==> config.mk <==
export PLATFORM = sky130hd
export DESIGN_NAME = qau_sat
export DESIGN_NICKNAME = d
export VERILOG_FILES = /design/src/rtl/core/qau_pkg.sv /design/src/rtl/core/qau_sat.sv
export SDC_FILE = /design/constraint.sdc
export NUM_CORES = 1
export LEC_CHECK = 0
export BUFFER_PORTS_ARGS = -buffer_cell sky130_fd_sc_hd__buf_4
export CAP_MARGIN = 30
export CORE_MARGIN = 2
export CORE_UTILIZATION = 40
export DETAILED_ROUTE_END_ITERATION = 12
export PLACE_DENSITY_LB_ADDON = 0.05
export SYNTH_ARGS = -nofsm -noshare
export SYNTH_HDL_FRONTEND = slang
export SYNTH_SLANG_ARGS = --single-unit
==> constraint.sdc <==
create_clock -name clk_i -period 3.3 [get_ports clk_i]
set_input_delay 0.66 -clock clk_i [delete_from_list [all_inputs] [get_ports clk_i]]
set_output_delay 0.66 -clock clk_i [all_outputs]
set_load 0.02 [all_outputs]
==> src/rtl/core/qau_pkg.sv <==
`timescale 1ns / 1ps
// ----------------------------------------------------------------------------
// qau_pkg
// shared constants and operation codes of the quaternion arithmetic unit
// ----------------------------------------------------------------------------
package qau_pkg;

  localparam int unsigned CompWidth = 16;
  localparam int unsigned FracBits  = 14;
  localparam int unsigned OpWidth   = 4;

  typedef enum logic [OpWidth-1:0] {
    OP_ADD        = OpWidth'(0),
    OP_SUB        = OpWidth'(1),
    OP_MUL        = OpWidth'(2),
    OP_NEG        = OpWidth'(3),
    OP_CONJ       = OpWidth'(4),
    OP_DOT        = OpWidth'(5),
    OP_SCALE      = OpWidth'(6),
    OP_ADD_SCALAR = OpWidth'(7),
    OP_SCALAR_SUB = OpWidth'(8)
  } op_e;

endpackage

==> src/rtl/core/qau_sat.sv <==
`timescale 1ns / 1ps
// ----------------------------------------------------------------------------
// qau_sat
// third stage: floor shift, saturation, overflow flag and output register
// ----------------------------------------------------------------------------
module qau_sat import qau_pkg::*; #(
  parameter int unsigned CW   = CompWidth,
  parameter int unsigned FB   = FracBits,
  parameter int unsigned AccW = 2 * CW + 2
) (
  input  logic                   clk_i,
  input  logic                   rst_ni,
  input  logic                   in_valid_i,
  output logic                   in_ready_o,
  input  logic                   in_scaled_i,
  input  logic signed [AccW-1:0] in_acc_i [4],
  output logic                   out_valid_o,
  input  logic                   out_ready_i,
  output logic signed [CW-1:0]   out_res_o [4],
  output logic                   out_ovf_o
);

  localparam logic signed [AccW-1:0] SatMax =
    {{(AccW-CW+1){1'b0}}, {(CW-1){1'b1}}};
  localparam logic signed [AccW-1:0] SatMin = ~SatMax;

  logic                   valid_q;
  logic signed [AccW-1:0] shifted [4];
  logic signed [CW-1:0]   res_d [4];
  logic signed [CW-1:0]   res_q [4];
  logic                   ovf_d, ovf_q;
  logic                   load;

  assign in_ready_o = !valid_q || out_ready_i;
  assign load       = in_valid_i && in_ready_o;

  always_comb begin
    ovf_d = 1'b0;
    for (int n = 0; n < 4; n++) begin
      shifted[n] = in_scaled_i ? (in_acc_i[n] >>> FB) : in_acc_i[n];
      if (shifted[n] > SatMax) begin
        res_d[n] = SatMax[CW-1:0];
        ovf_d    = 1'b1;
      end else if (shifted[n] < SatMin) begin
        res_d[n] = SatMin[CW-1:0];
        ovf_d    = 1'b1;
      end else begin
        res_d[n] = shifted[n][CW-1:0];
      end
    end
  end

  always_ff @(posedge clk_i or negedge rst_ni) begin
    if (!rst_ni) begin
      valid_q <= 1'b0;
    end else if (in_ready_o) begin
      valid_q <= in_valid_i;
    end
  end

  always_ff @(posedge clk_i) begin
    if (load) begin
      res_q <= res_d;
      ovf_q <= ovf_d;
    end
  end

  assign out_valid_o = valid_q;
  assign out_res_o   = res_q;
  assign out_ovf_o   = ovf_q;

endmodule

==> metrics.yaml <==
timing:
  fin_ws_ns: 0.794
  period_share_pct: 75.9
  fin_setup_tns_ns: 0
  rsz0062_at_grt: "no"
  slew_headroom_pct: 56.8
  setup_viol: 0
  slew_violations: 0
  max_freq_mhz: 399
  finalCriticalPeriod_ns: 2.51
  hold_violations: 0
  worstMarginPinSlew_ns: 0.647
  clock_skew_ns: 0.00527
clocking:
  tritoncts: "yes"
  clock-root-buffer: "clkbuf_8"
  post_cts_resize_count: 0
  cts_sinks: 66
  postCtsSetupBuffers: 0
  h-tree-depth: 3
  hold_buffers: 0
  clk_latency_ns: 0.33
  cts_buffers: 9
  clockBufferDepth: 2
  path_clk_slew_ns: 0.07
route:
  vias: 3258
  drc_errors: 0
  dr.pass1.iters: 4
  drt_iter0_drc: 96
  wl_per_cell_um: 17.6
  postRouteAntennaNets: 0
  viasPerCell: 5.39
  wl_um: 10600
die:
  dieArea_um2: 9480
  rows: 34
  die_w_um: 97.4
  start_util_pct: 40.6
  core-area_um2: 8590
  io-pin-count: 208
  die_y_um: 97.4
layout:
  layout.nets: 633
  fin_area_um2: 5330
  antenna_cells: 0
  fin_util_pct: 62.0
  drive_gt1_share_pct: 47.0
  final_cells: 604
  syn_to_final_growth_pct: 52.8
yosys:
  syn_inst: 285
  yosysSeqAreaShare_pct: 56.7
  avgSynthCellArea_um2: 12.2
  async_flop_share_pct: 1.52
  synth-edff-count: 65
  synth_seq_cells: 66
  synth_fp_nets: 426
  synth_top_area_share_pct: 56.0
  netlist.top_cell.by_area: "edfxtp_1"
  synth_commonest_cells: "65 x edfxtp_1, 62 x mux2i_1, 51 x o21ai_0, 16 x clkbuf_1, 14 x nand4_1"
  ys.flop_type: "edfxtp_1"
  ys_types: 32
  synth_warnings: 0
  synth_most_common_cell: "edfxtp_1"
  syn_area_um2: 3490
  synthTopCellsByArea: "edfxtp_1 56%, mux2i_1 18%, o21ai_0 7.3%"
setup_path:
  slowest_delay_ns: 0.59
  crit_slowest_cell: "o31ai_4"
  path_max_fanout: 23
  path_cells: "buf_4 > or4_1 > o32a_1 > o31ai_4 > o21ai_0"
  rr_startpoint: "out_valid_o"
  critPathBufInv: 1
  worstSetupPathType: "in2reg"
  arrival_ns: 2.55
  end_kind: "flop"
  cp-startpoint: "in_scaled_i"
  crit_required_ns: 3.34
  crit_path_start_kind: "primary input"
  crit_family: "compound AO/OA/AOI/OAI gates"
placement:
  placed_area_um2: 5150
  numPlacedInstances: 589
  globalplace.congestion: 0.881
  numPortBuffers: 207
  dp_hpwl_um: 8110
  post-place-ws_ns: 0.435
global_route:
  first_global_vias: 3456
  grt_max_degree: 29
  grt_pass1_wl_um: 17200
  grt_usage_pct: 22.6
  antenna_found_initial: 0
  grt_overflow: 0
power_and_ir_drop:
  powerDensity_nw_per_um2: 395
  ir_worst_vdd_mv: 0.191
  p_leak_nw: 2.28
flow_run:
  maxCapViolCount: 0
run_status:
  status: "finished clean"
hold_path:
  hold_class: "in2async"
## metrics by stage
step / hold slack (ns) / power [mW]
finish: 0.0850 / 2.10
CTS: 0.0717 / 2.12
global placement: 0.435 / 1.48
detailed placement: 0.437 / 1.49
floorplan: 0.364 / 1.23
global route: 0.0630 / 2.20
## flip-flops by register name (all words and copies together) (netlist names)
name and flops:
out_ovf_o 1, out_valid_o 1, out_res_o 64
## final timing paths
kind | to | slack [ns] | depth (start not counted)
worst min-delay path | out_valid_o | 0.08 | 1
worst max register to register | out_res_o[19] | 1.65 | 3
min in group clk_i | out_valid_o | 0.52 | 2
max in group asynchronous | out_valid_o | 3.14 | 1
worst max-delay path | out_res_o[51] | 0.79 | 5
worst min register to register | out_valid_o | 0.54 | 2
## layout make-up
class / instances / area (µm²)
clock inverters: 5 / 46.3
fillers: 748 / 3270
repair buffers: 216 / 1620
inverters: 4 / 15.0
flip-flops and latches: 66 / 1980
clock buffers: 10 / 128
well taps: 108 / 135
multi-input cells: 195 / 1400
## cells in the final DEF, fill, tap and decap left out, drive strengths merged, types with 3 or more instances in the layout
cell / count
nor4: 12
nand4: 14
inv: 4
edfxtp: 65
nand2: 7
nor3: 4
o21ai: 61
clkinv: 4
o41ai: 4
mux2i: 62
nor2: 5
buf: 216
or4: 5
a21boi: 3
clkbuf: 10
## power breakdown
part           switching (mW)  internal (mW)  total (mW)
clock                   0.295          0.336       0.631
combinational           0.241          0.232       0.474
sequential             0.0133          0.986       0.999
total                   0.549           1.55        2.10
## per-layer routing
layer | share of wire, % | up-vias | track usage, %
met5 | 0 | - | 0
met4 | 2.0 | 0 | 8.23
met3 | 8.1 | 18 | 5.90
met2 | 49 | 153 | 37.7
met1 | 41 | 1531 | 28.4
li1 | - | 1556 | -
## logic make-up (layout without fill, tap and decap cells)
logic type,count (synthesis),in the layout,share of synthesized area [%]
AO/OA/AOI/OAI,80,80,13.6
multiplexers,62,62,17.8
AND/OR/NAND/NOR,53,53,8.79
buffers and inverters,24,235,3.09
flip-flops,66,66,56.7
Note: power is estimated with default switching activity, not from simulation.
