File: src/rtl/core/qau_pkg.sv
`timescale 1ns / 1ps
// ----------------------------------------------------------------------------
// qau_pkg
// shared constants and operation codes of the quaternion arithmetic unit
// ----------------------------------------------------------------------------
package qau_pkg;

  localparam int unsigned CompWidth = 16;
  localparam int unsigned FracBits  = 14;
  localparam int unsigned OpWidth   = 4;

  typedef enum logic [OpWidth-1:0] {
    OP_ADD        = OpWidth'(0),
    OP_SUB        = OpWidth'(1),
    OP_MUL        = OpWidth'(2),
    OP_NEG        = OpWidth'(3),
    OP_CONJ       = OpWidth'(4),
    OP_DOT        = OpWidth'(5),
    OP_SCALE      = OpWidth'(6),
    OP_ADD_SCALAR = OpWidth'(7),
    OP_SCALAR_SUB = OpWidth'(8)
  } op_e;

endpackage

File: src/rtl/core/qau_sum.sv
`timescale 1ns / 1ps
// ----------------------------------------------------------------------------
// qau_sum
// second stage: per-operation combination of products or operands
// ----------------------------------------------------------------------------
module qau_sum import qau_pkg::*; #(
  parameter int unsigned CW   = CompWidth,
  parameter int unsigned AccW = 2 * CW + 2
) (
  input  logic                   clk_i,
  input  logic                   rst_ni,
  input  logic                   in_valid_i,
  output logic                   in_ready_o,
  input  op_e                    in_op_i,
  input  logic signed [CW-1:0]   in_a_i [4],
  input  logic signed [CW-1:0]   in_b_i [4],
  input  logic signed [2*CW-1:0] in_prod_i [4][4],
  output logic                   out_valid_o,
  input  logic                   out_ready_i,
  output logic                   out_scaled_o,
  output logic signed [AccW-1:0] out_acc_o [4]
);

  logic                   valid_q;
  logic                   scaled_d, scaled_q;
  logic signed [AccW-1:0] acc_d [4];
  logic signed [AccW-1:0] acc_q [4];
  logic signed [AccW-1:0] ax [4];
  logic signed [AccW-1:0] bx [4];
  logic signed [AccW-1:0] px [4][4];
  logic                   load;

  assign in_ready_o = !valid_q || out_ready_i;
  assign load       = in_valid_i && in_ready_o;

  always_comb begin
    for (int m = 0; m < 4; m++) begin
      ax[m] = AccW'(in_a_i[m]);
      bx[m] = AccW'(in_b_i[m]);
      for (int n = 0; n < 4; n++) begin
        px[m][n] = AccW'(in_prod_i[m][n]);
      end
    end
  end

  // scaled: value carries fraction bits and gets the floor shift downstream
  always_comb begin
    scaled_d = 1'b0;
    for (int n = 0; n < 4; n++) begin
      acc_d[n] = '0;
    end
    case (in_op_i)
      OP_ADD: begin
        for (int n = 0; n < 4; n++) acc_d[n] = ax[n] + bx[n];
      end
      OP_SUB: begin
        for (int n = 0; n < 4; n++) acc_d[n] = ax[n] - bx[n];
      end
      OP_MUL: begin
        scaled_d = 1'b1;
        acc_d[0] = px[0][0] - px[1][1] - px[2][2] - px[3][3];
        acc_d[1] = px[0][1] + px[1][0] + px[2][3] - px[3][2];
        acc_d[2] = px[0][2] - px[1][3] + px[2][0] + px[3][1];
        acc_d[3] = px[0][3] + px[1][2] - px[2][1] + px[3][0];
      end
      OP_NEG: begin
        for (int n = 0; n < 4; n++) acc_d[n] = -ax[n];
      end
      OP_CONJ: begin
        acc_d[0] = ax[0];
        for (int n = 1; n < 4; n++) acc_d[n] = -ax[n];
      end
      OP_DOT: begin
        scaled_d = 1'b1;
        acc_d[0] = px[0][0] + px[1][1] + px[2][2] + px[3][3];
      end
      OP_SCALE: begin
        scaled_d = 1'b1;
        for (int n = 0; n < 4; n++) acc_d[n] = px[n][0];
      end
      OP_ADD_SCALAR: begin
        acc_d[0] = ax[0] + bx[0];
        for (int n = 1; n < 4; n++) acc_d[n] = ax[n];
      end
      OP_SCALAR_SUB: begin
        acc_d[0] = bx[0] - ax[0];
        for (int n = 1; n < 4; n++) acc_d[n] = -ax[n];
      end
      default: begin
        scaled_d = 1'b0;
      end
    endcase
  end

  always_ff @(posedge clk_i or negedge rst_ni) begin
    if (!rst_ni) begin
      valid_q <= 1'b0;
    end else if (in_ready_o) begin
      valid_q <= in_valid_i;
    end
  end

  always_ff @(posedge clk_i) begin
    if (load) begin
      scaled_q <= scaled_d;
      acc_q    <= acc_d;
    end
  end

  assign out_valid_o  = valid_q;
  assign out_scaled_o = scaled_q;
  assign out_acc_o    = acc_q;

endmodule

File: config.mk
export PLATFORM = sky130hd
export DESIGN_NAME = qau_sum
export DESIGN_NICKNAME = d
export VERILOG_FILES = /design/src/rtl/core/qau_pkg.sv /design/src/rtl/core/qau_sum.sv
export SDC_FILE = /design/constraint.sdc
export NUM_CORES = 2
export LEC_CHECK = 0
export BUFFER_PORTS_ARGS = -buffer_cell sky130_fd_sc_hd__buf_2
export CAP_MARGIN = 30
export CORE_MARGIN = 2
export CORE_UTILIZATION = 25
export CTS_CLUSTER_SIZE = 10
export DETAILED_ROUTE_END_ITERATION = 10
export HOLD_SLACK_MARGIN = 0.08
export PLACE_DENSITY = 0.49
export SLEW_MARGIN = 20
export SYNTH_ARGS = -nofsm -noshare
export SYNTH_HDL_FRONTEND = slang
export SYNTH_SLANG_ARGS = --single-unit
File: constraint.sdc
create_clock -name clk_i -period 4 [get_ports clk_i]
set_clock_uncertainty 0.05 [all_clocks]
set_input_delay 0.4 -clock clk_i [delete_from_list [all_inputs] [get_ports clk_i]]
set_output_delay 0.4 -clock clk_i [all_outputs]
set_load 0.01 [all_outputs]
==> impl_results.md <==
* Status: finished clean
* Critical-path top delay cell: fa_1
* First-pass DRT Iterations at 6
* Vias in the first global route at 35.0k
* Crit path DAT at 4.19 ns
* Overall routing resource usage at 22.0%
* Die Height at 364 um
* Overall Power at 0.0157 W
* Predominant post-synthesis flop cell: edfxtp_1
* Clk sinks at 138
* Initial antenna violation count at 51
* Routability cong. at 0.915
* R2r setup slk at 2.12 ns
* Max-cap violation count at 0
* Top Layer Used: met5
* Gr ovfl total at 0
* Hold crit path type: in2reg
* PortBufs at 786
* RR Startpoint: out_valid_o
* Final hold vios at 0
* Synth unique cells at 83
* Syn-to-layout area delta at 32.4%
* Routed via count at 34.5k
* Synth top cells by count: 1043 x inv_1, 322 x ha_1, 304 x fa_1
* Tmin final at 3.95 ns
* TritonCTS clock tree: built
* Reg clk slew, reported paths at 0.08 ns
* Routed WL per cell at 20.9 um
* Critical path's largest stage delay at 0.53 ns
* Slew Viols, Final at 0
* Cells after synthesis at 4177
* Largest net degree at the start of global routing at 55
* Clock Latency Late Sink at 0.53 ns
* M1 WL at 63300 um
* WL final at 149000 um
* Seq/Total Area, Yosys at 12.8%
* First-pass GRT wire length at 218000 um
* Max Clock Freq at 0.253 GHz
* Slew headroom at 33.0%
* Rows at 132
* Worst hold slack at 0.152 ns
* Antenna viol nets, final at 0
* Data required, critical path at 4.24 ns
* Die Footprint at 133000 sq um
* Share of synthesized registers carrying an async set or reset at 0.725%
* Routed wl met2 at 72800 um
* Setup Viol. Count Final at 0
* Crit path max fanout at 3
* Crit Path Class: in2reg
* DRC at 0
* Cells along the critical path: buf_8 > fa_1 > inv_1 > fa_1 > inv_2 > ha_4 > fa_2 > a21oi_4 > o211ai_1 > buf_4 > a211o_1 > a211oi_2 > o31a_1 > o31a_1 > o21ai_1 > xnor2_1 > a221o_1
* Leakage at 22.4 nW
* Share of layout cells above drive strength 1 at 26.3%
* Maximum vdd drop at 0.333 mV
* Syn Std Cell Area at 32400 sq um
* Post-DP HPWL at 126000 um
* Most frequent cell after synthesis: inv_1
* Clock Path Buffers at 2
* Worst-Margin Slew at 0.995 ns
* CP startpoint kind: primary input
* Critical Path Sink Type: flip-flop
* DRT iter0 DRCs at 2317
* Hold Crit Start: in_prod_i[500]
* Pwr dens at 365 nW/um^2
* Fin crit share at 98.8%
* Yosys reg bits at 138
* Syn Nets at 5451
* Setup crit start: in_prod_i[353]
* Core Region at 129000 sq um
* Synth top area share at 18.8%
* Vias per cell at 4.85
* Leading area contributor after synthesis: fa_1
* YS warnings at 0
* RSZ-0062 raised after global routing: yes
* Met3 wire length at 9890 um
* CTS Root Buffer Type: clkbuf_16
* Post-Syn Area per Cell at 7.77 sq um
* Nets@finish at 6615
* H-tree depth at 4
* Number of synthesized flops with an enable pin at 137
* Ports at 787
* CTS buffer count at 17
* Initial Util at 25.1%
* Ranking of synthesized cells by area: fa_1 19%, edfxtp_1 13%, ha_1 12%
* DIE WIDTH at 364 um
* Filler Cell Count at 14.0k
worst max-delay path, delay by kind of cell:
family                   cells  cell delay [ns]
adder cells (fa/ha/maj)      4             1.55
AO/OA/AOI/OAI                8             1.72
XOR/XNOR                     1             0.13
buffers and inverters        4             0.39
metal layers:
layer  global-route usage, %  up-vias
met2                    38.3     1031
met4                    5.23       42
met3                    4.56      162
met1                    27.6    16700
met5                       0        -
li1                        -    16500
cell usage in the layout, fill, tap and decap left out, drive strengths merged, types with 97 or more instances in the layout:
master | netlist | routed
a21o | 108 | 108
ha | 322 | 322
nand2 | 253 | 253
o21ai | 236 | 236
edfxtp | 137 | 137
nor2 | 207 | 207
a21oi | 293 | 293
buf | 14 | 1281
fa | 304 | 304
xnor2 | 97 | 97
inv | 1043 | 1043
kinds of logic (layout without fill, tap and decap cells):
logic type               Yosys count  count (layout)  synth area share (%)
other                              0              21                     0
multiplexers                      15              15                 0.478
AO/OA/AOI/OAI                   1205            1205                  25.0
XOR/XNOR                         163             163                  4.40
AND/OR/NAND/NOR                  846             846                  12.5
adder cells (fa/ha/maj)          626             626                  31.2
buffers and inverters           1184            2361                  13.7
flip-flops                       138             138                  12.8
through the flow:
step | setup TNS (ns) | util [%] | instances | area [sq um] | setup slack, ns
after global routing | -0.0670 | 33.2 | 7107 | 42900 | -0.0256
after detailed placement | -34.22 | 32.4 | 7053 | 41900 | -0.710
after CTS | 0 | 33.0 | 7090 | 42600 | 0.0117
after global placement | -33.26 | 32.4 | 7052 | 41900 | -0.699
after floorplan | -0.518 | - | 4177 | 32500 | -0.218
final | 0 | 33.3 | 7117 | 42900 | 0.0500
where the power goes:
| part | leakage [nW] | switching (W) | internal (W) |
|---|---|---|---|
| Clock | 0.299 | 0.000893 | 0.00103 |
| Combinational | 20.7 | 0.00648 | 0.00540 |
| Sequential | 1.35 | 0.0000686 | 0.00181 |
| Total | 22.4 | 0.00744 | 0.00824 |
repair_timing:
item	in CTS	in global routing
hold buffers	4	0
setup endpoints to repair	6	51
buffers inserted	1	6
endpoints found under the hold margin	2	0
pin swaps	6	16
resized for setup	3	57
state kept, by name, summed over array words and instances, names as in the netlist:
signal	count
out_acc_o	136
out_scaled_o	1
out_valid_o	1
worst paths after layout:
kind / end / cells after the start
min in group asynchronous: out_valid_o / 3
hold reg to reg: out_acc_o[38] / 2
setup reg to reg: out_acc_o[72] / 3
setup / recovery: out_acc_o[101] / 17
hold / removal: out_acc_o[122] / 3
max in group asynchronous: out_valid_o / 3
cell type report:
cell class	instances	area, sq um	area share, %
clock inverter	15	181	0.422
multi-input combinational	2855	24200	56.4
antenna	21	52.6	0.122
inverter	1044	3920	9.12
timing repair buffer	1285	7830	18.2
clock buffer	17	425	0.991
tap	1742	2180	5.07
sequential	138	4140	9.64
(Power assumes the default switching activity.)
